===== src/rtl/core/mpd_pkg.sv =====
package mpd_pkg;

  localparam int NUM_PINS = 3;
  localparam int TICK_W   = 8;
  localparam int CFG_W    = (NUM_PINS > TICK_W) ? NUM_PINS : TICK_W;
  localparam int CFG_IDX_W = 1;

  localparam logic [TICK_W-1:0] DEFAULT_TICKS = TICK_W'(10);

  localparam logic [CFG_IDX_W-1:0] REG_DEBOUNCE_ENABLE = CFG_IDX_W'(0);
  localparam logic [CFG_IDX_W-1:0] REG_DEBOUNCE_TICKS  = CFG_IDX_W'(1);

  typedef logic [NUM_PINS-1:0] pin_vec_t;

  // Shared per-pin controls from the top level
  typedef struct packed {
    logic step;     // an item moves through the work stage this cycle
    logic started;  // an item has already gone through since reset
    logic tick;     // tick flag of the item in the work stage
    logic commit;   // enable-mask write: settle pending pins silently
  } pin_ctrl_t;

endpackage


===== src/rtl/core/mpd_pin.sv =====
module mpd_pin (
  input  logic                       clk,
  input  logic                       rst_n,
  input  mpd_pkg::pin_ctrl_t         ctrl,
  input  logic                       deb_en,
  input  logic                       pin_level,
  input  logic [mpd_pkg::TICK_W-1:0] ticks_load,
  output logic                       stable_nxt,
  output logic                       changed,
  output logic                       pending_nxt
);
  import mpd_pkg::*;

  logic              stable_r;
  logic              trans_r;
  logic [TICK_W-1:0] cnt_r;
  logic [TICK_W-1:0] cnt_nxt;

  always_comb begin
    stable_nxt  = stable_r;
    pending_nxt = trans_r;
    cnt_nxt     = cnt_r;
    changed     = 1'b0;
    if (ctrl.commit) begin
      if (trans_r) begin
        stable_nxt  = ~stable_r;
        pending_nxt = 1'b0;
        cnt_nxt     = '0;
      end
    end else if (ctrl.step) begin
      if (!ctrl.started) begin
        stable_nxt  = pin_level;
        pending_nxt = 1'b0;
        cnt_nxt     = '0;
      end else if (!deb_en) begin
        if (pin_level != stable_r) begin
          stable_nxt = pin_level;
          changed    = 1'b1;
        end
      end else if (!trans_r) begin
        if (pin_level != stable_r) begin
          pending_nxt = 1'b1;
          cnt_nxt     = ticks_load;
        end
      end else if (pin_level == stable_r) begin
        // raw level came back before expiry: cancel
        pending_nxt = 1'b0;
        cnt_nxt     = '0;
      end else if (ctrl.tick) begin
        if (cnt_r > TICK_W'(1)) begin
          cnt_nxt = cnt_r - TICK_W'(1);
        end else begin
          cnt_nxt     = '0;
          pending_nxt = 1'b0;
          stable_nxt  = pin_level;
          changed     = 1'b1;
        end
      end
    end
  end

  always_ff @(posedge clk) begin
    if (!rst_n) begin
      stable_r <= 1'b0;
      trans_r  <= 1'b0;
      cnt_r    <= '0;
    end else begin
      stable_r <= stable_nxt;
      trans_r  <= pending_nxt;
      cnt_r    <= cnt_nxt;
    end
  end

endmodule


===== src/rtl/core/multi_pin_debouncer_unit.sv =====
// Multi-pin switch debouncer.
// Input channel: in_valid/in_stall with in_pin_levels (raw level per pin) and
// in_tick (one millisecond has passed with this item). Result channel:
// out_valid/out_stall with out_stable_levels, out_changed and out_pending.
// Every input item gives exactly one result.
// Pipeline: an accepted item passes through one input register and then one
// result register; a stall on the result channel holds it in the input
// register. Throughput: one item per clock while the receiver does not stall;
// the per-pin update is combinational logic between the two registers.
// The first item after reset loads the stable levels and reports no change.
// Configuration: cfg_we/cfg_index/cfg_wdata; index 0 is the debounce enable
// mask (writing it settles pending pins silently), index 1 the tick count
// (0 acts as 1). Write only while the block is idle.
// Reset (rst_n low, synchronous) empties both registers, clears all pin state
// and loads the enable mask with all ones and the tick count with 10.
// When the receiver stalls, the result holds; the input register still takes
// one more item, then in_stall rises until the result is taken.
module multi_pin_debouncer_unit (
  input  logic                          clk,
  input  logic                          rst_n,
  input  logic                          in_valid,
  output logic                          in_stall,
  input  logic [mpd_pkg::NUM_PINS-1:0]  in_pin_levels,
  input  logic                          in_tick,
  output logic                          out_valid,
  input  logic                          out_stall,
  output logic [mpd_pkg::NUM_PINS-1:0]  out_stable_levels,
  output logic [mpd_pkg::NUM_PINS-1:0]  out_changed,
  output logic [mpd_pkg::NUM_PINS-1:0]  out_pending,
  input  logic                          cfg_we,
  input  logic [mpd_pkg::CFG_IDX_W-1:0] cfg_index,
  input  logic [mpd_pkg::CFG_W-1:0]     cfg_wdata
);
  import mpd_pkg::*;

  logic              in_v_r;
  pin_vec_t          pins_r;
  logic              tick_r;
  logic              out_v_r;
  pin_vec_t          stable_out_r;
  pin_vec_t          changed_out_r;
  pin_vec_t          pending_out_r;
  pin_vec_t          enable_r;
  logic [TICK_W-1:0] ticks_r;
  logic              started_r;

  logic              step;
  logic              in_take;
  logic [TICK_W-1:0] ticks_load;
  pin_ctrl_t         ctrl;
  pin_vec_t          stable_nxt;
  pin_vec_t          changed_nxt;
  pin_vec_t          pending_nxt;

  assign step     = in_v_r && (!out_v_r || !out_stall);
  assign in_stall = in_v_r && !step;
  assign in_take  = in_valid && !in_stall;

  assign ticks_load = (ticks_r == '0) ? TICK_W'(1) : ticks_r;

  assign ctrl.step    = step;
  assign ctrl.started = started_r;
  assign ctrl.tick    = tick_r;
  assign ctrl.commit  = cfg_we && (cfg_index == REG_DEBOUNCE_ENABLE);

  for (genvar i = 0; i < NUM_PINS; i++) begin : g_pin
    mpd_pin u_pin (
      .clk        (clk),
      .rst_n      (rst_n),
      .ctrl       (ctrl),
      .deb_en     (enable_r[i]),
      .pin_level  (pins_r[i]),
      .ticks_load (ticks_load),
      .stable_nxt (stable_nxt[i]),
      .changed    (changed_nxt[i]),
      .pending_nxt(pending_nxt[i])
    );
  end

  always_ff @(posedge clk) begin
    if (!rst_n) begin
      in_v_r    <= 1'b0;
      out_v_r   <= 1'b0;
      started_r <= 1'b0;
      enable_r  <= '1;
      ticks_r   <= DEFAULT_TICKS;
    end else begin
      if (in_take) begin
        in_v_r <= 1'b1;
      end else if (step) begin
        in_v_r <= 1'b0;
      end
      if (step) begin
        out_v_r   <= 1'b1;
        started_r <= 1'b1;
      end else if (!out_stall) begin
        out_v_r <= 1'b0;
      end
      if (cfg_we) begin
        unique case (cfg_index)
          REG_DEBOUNCE_ENABLE: enable_r <= cfg_wdata[NUM_PINS-1:0];
          REG_DEBOUNCE_TICKS:  ticks_r  <= cfg_wdata[TICK_W-1:0];
          default: ;
        endcase
      end
    end
  end

  always_ff @(posedge clk) begin
    if (in_take) begin
      pins_r <= in_pin_levels;
      tick_r <= in_tick;
    end
    if (step) begin
      stable_out_r  <= stable_nxt;
      changed_out_r <= changed_nxt;
      pending_out_r <= pending_nxt;
    end
  end

  assign out_valid         = out_v_r;
  assign out_stable_levels = stable_out_r;
  assign out_changed       = changed_out_r;
  assign out_pending       = pending_out_r;

endmodule

===== config.mk =====
export PLATFORM = sky130hd
export DESIGN_NAME = multi_pin_debouncer_unit
export DESIGN_NICKNAME = d
export VERILOG_FILES = /design/src/rtl/core/mpd_pkg.sv /design/src/rtl/core/mpd_pin.sv /design/src/rtl/core/multi_pin_debouncer_unit.sv
export SDC_FILE = /design/constraint.sdc
export NUM_CORES = 1
export LEC_CHECK = 0
export BUFFER_PORTS_ARGS = -buffer_cell sky130_fd_sc_hd__buf_4
export CAP_MARGIN = 20
export CORE_MARGIN = 10
export CORE_UTILIZATION = 25
export DETAILED_ROUTE_END_ITERATION = 8
export PLACE_DENSITY = 0.41
export SETUP_SLACK_MARGIN = 0.2
export SLEW_MARGIN = 20
export SYNTH_ARGS = -nofsm -noshare
export SYNTH_HDL_FRONTEND = slang
export SYNTH_SLANG_ARGS = --single-unit
export TNS_END_PERCENT = 10

===== constraint.sdc =====
create_clock -name clk -period 2.28 [get_ports clk]
set_input_delay 0.228 -clock clk [delete_from_list [all_inputs] [get_ports clk]]
set_output_delay 0.228 -clock clk [all_outputs]
set_load 0.005 [all_outputs]

==> impl_metrics.json <==
{
  "leakagePower_nw": 1.70,
  "wl_per_cell_um": 16.8,
  "critPathMaxFanout": 6,
  "fmax_mhz": 489,
  "fin_nets": 470,
  "synth_xor_area_frac": 0.0131,
  "fp.dieH_um": 136,
  "hold_ws_ps": 75.2,
  "synth_top_flop_cell": "dfxtp_1",
  "p_int_mw": 2.10,
  "fill_cells": 1368,
  "cts.root.buffer_cell": "clkbuf_16",
  "initial_core_util": 0.254,
  "worstSetupPathType": "reg2reg",
  "gp_congestion": 0.782,
  "area_growth_pct": 25.6,
  "drtIter0Drc": 213,
  "clock_latency_ps": 330,
  "multi_input_area_um2": 1950,
  "p_comb_frac": 0.148,
  "yosysTopAreaCell": "dfxtp_1",
  "synth-simple-area-share": 0.259,
  "synth_top_family_by_area": "simple AND/OR/NAND/NOR gates",
  "synth_nets": 426,
  "startpoint_type": "register",
  "portBuffers": 28,
  "via_per_inst": 5.02,
  "relSlewSlack": 0.634,
  "p_seq_frac": 0.397,
  "tns_ps": 0,
  "critPathCaptureType": "register",
  "num_vias": 3116,
  "peakVddDrop_v": 0.000305,
  "cts_hold_buf": 0,
  "grt.total_usage": 0.116,
  "min_path_type": "in2reg",
  "synthAdderAreaFrac": 0.0449,
  "wirelength_mm": 10.4,
  "switching_power_mw": 0.743,
  "fp.coreArea_um2": 13200,
  "fin_cells": 621,
  "ys_async_sr_fraction": 0,
  "cts.sinks": 57,
  "synth_top_area_share": 0.263,
  "syn_inst": 396,
  "crit_required_ps": 2520,
  "hpwlAfterDp_mm": 7.73,
  "min_period_ps": 2050,
  "worst_slew_pin_slew_ps": 544,
  "antenna_found_initial": 0,
  "maxCapViolCount": 0,
  "drive_above_1_share": 0.204,
  "die_w_um": 136,
  "regArea_um2": 1270,
  "cp.arrival_ps": 2290,
  "drt.antenna.violating_nets": 0,
  "final_util": 0.319,
  "antenna_cells": 0,
  "synth.most_common_cell": "nand2_1",
  "grt_max_degree": 18,
  "core.rowCount": 42,
  "htree_levels": 3,
  "dp_slack_ps": 137,
  "setup_slack_ps": 233,
  "ys_seq_elements": 57,
  "dr.pass1.iters": 5,
  "synthesis.area_um2": 3350,
  "fp.dieArea_um2": 18400,
  "setup_viol": 0,
  "gr-total-overflow": 0,
  "grt_pass1_vias": 3150,
  "post-route-drc-count": 0,
  "status": "finished clean",
  "place_inst": 602,
  "cts-buffers-inserted": 9,
  "rsz0062_at_grt": "true",
  "yosysSeqAreaShare": 0.380,
  "cts.clk_slew.worst_paths_ps": 50,
  "fin_crit_sh": 0.898,
  "io_pins": 29,
  "synthTopCellsByCount": "51 x nand2_1, 44 x dfxtp_1, 30 x nor2_1, 23 x a21oi_1, 21 x inv_1",
  "switching_share": 0.261,
  "power_density_nw_per_um2": 677,
  "synth_compound_area_frac": 0.225,
  "ctsLongestPathBuffers": 2,
  "synth_mux_area_frac": 0.0307,
  "avgSynthCellArea_um2": 8.45,
  "p_clk_frac": 0.456,
  "hold_viol_final": 0,
  "yosysUniqueCellTypes": 63,
  "finalClockSkew_ps": 7.68,
  "cts_tree": "yes",
  "yosysWarnings": 0,
  "synthTopCellsByArea": "dfxtp_1 26%, edfxtp_1 12%, nand2_1 5.7%",
  "grt_pass1_wl_mm": 16.9,
  "final-max-slew-violation-count": 0,
  "synth-edff-count": 13
}
[cells in the final DEF (no fill, tap or decap), types with 5 or more instances in the layout]
master / instances
dfxtp_1: 43
a31oi_1: 7
o21bai_1: 5
inv_1: 21
nor4_1: 10
and2_1: 7
edfxtp_1: 13
nor2_1: 30
buf_4: 53
ha_1: 9
a21oi_1: 23
or3_1: 6
nor3_1: 14
nand2_1: 51
mux2i_1: 8
nand3_1: 7
clkbuf_16: 9
o21ai_0: 17
o211ai_1: 10
nand2b_1: 11
a22o_1: 6
[final cells by class]
class	count	share of cell area
multi-input combinational	298	0.465
sequential	57	0.303
clock inverter	5	0.0110
timing repair buffer	53	0.0947
inverter	21	0.0188
clock buffer	11	0.0554
tap	176	0.0524
[routing by layer]
metal | global-route usage | vias up | share of wire
li1 | - | 1549 | -
met1 | 0.156 | 1498 | 0.50
met2 | 0.178 | 60 | 0.45
met3 | 0.0249 | 9 | 0.044
met4 | 0.0431 | 0 | 0.012
met5 | 0 | - | 0
[stage by stage]
| stage | total power [mW] | area (um2) |
|---|---|---|
| floorplan | 1.38 | 3350 |
| global placement | 1.55 | 3860 |
| detailed placement | 1.55 | 3860 |
| CTS | 2.87 | 4140 |
| global route | 2.97 | 4200 |
| finish | 2.84 | 4200 |
[registers in the layout, indices dropped and copies added (netlist names)]
signal	cells
out_stable_levels	3
g_pin.u_pin.stable_r	3
out_valid	1
ticks_r	8
enable_r	3
in_v_r	1
pins_r	3
g_pin.u_pin.cnt_r	24
tick_r	1
g_pin.u_pin.trans_r	3
out_pending	3
started_r	1
out_changed	3
[critical path, stage by stage (launching register included)]
cell	delay, ps
dfxtp_1	370
inv_1	70
ha_1	240
or2_2	330
and3_2	270
a2111oi_0	400
a211oi_1	90
nor3_1	190
[path summary, 6_finish.rpt]
| kind | from | end | slack [ps] | cells past startpoint |
|---|---|---|---|---|
| hold reg to reg | ticks_r[0] | ticks_r[0] | 490 | 2 |
| setup reg to reg | g_pin[2].u_pin.cnt_r[0] | g_pin[2].u_pin.cnt_r[2] | 230 | 7 |
| hold / removal | in_pin_levels[1] | pins_r[1] | 80 | 1 |
| setup / recovery | g_pin[2].u_pin.cnt_r[0] | g_pin[2].u_pin.cnt_r[2] | 230 | 7 |
[cell families after synthesis]
group / count (synthesis)
muxes: 10
and+or+nand+nor: 164
adders and majority gates: 12
AOI/OAI and AO/OA: 107
DFF: 57
xor gates and xnor gates: 5
buffers and inverters: 41
[what timing repair did]
| item | 4_1_cts | 5_1_grt |
|---|---|---|
| setup endpoints to repair | 9 | 32 |
| setup buffers | 0 | 3 |
| cloned | 0 | 0 |
| pin swaps | 0 | 1 |
| resized for setup | 1 | 9 |
[power by group through the flow]
stage                     logic [mW]  clock network (mW)  registers [mW]
after floorplan                0.253                   0            1.13
after global placement         0.404                   0            1.15
after detailed placement       0.403                   0            1.15
after CTS                      0.406                1.33            1.13
after global routing           0.469                1.37            1.13
final                          0.420                1.30            1.13
Power figures use the tool's default switching activity.
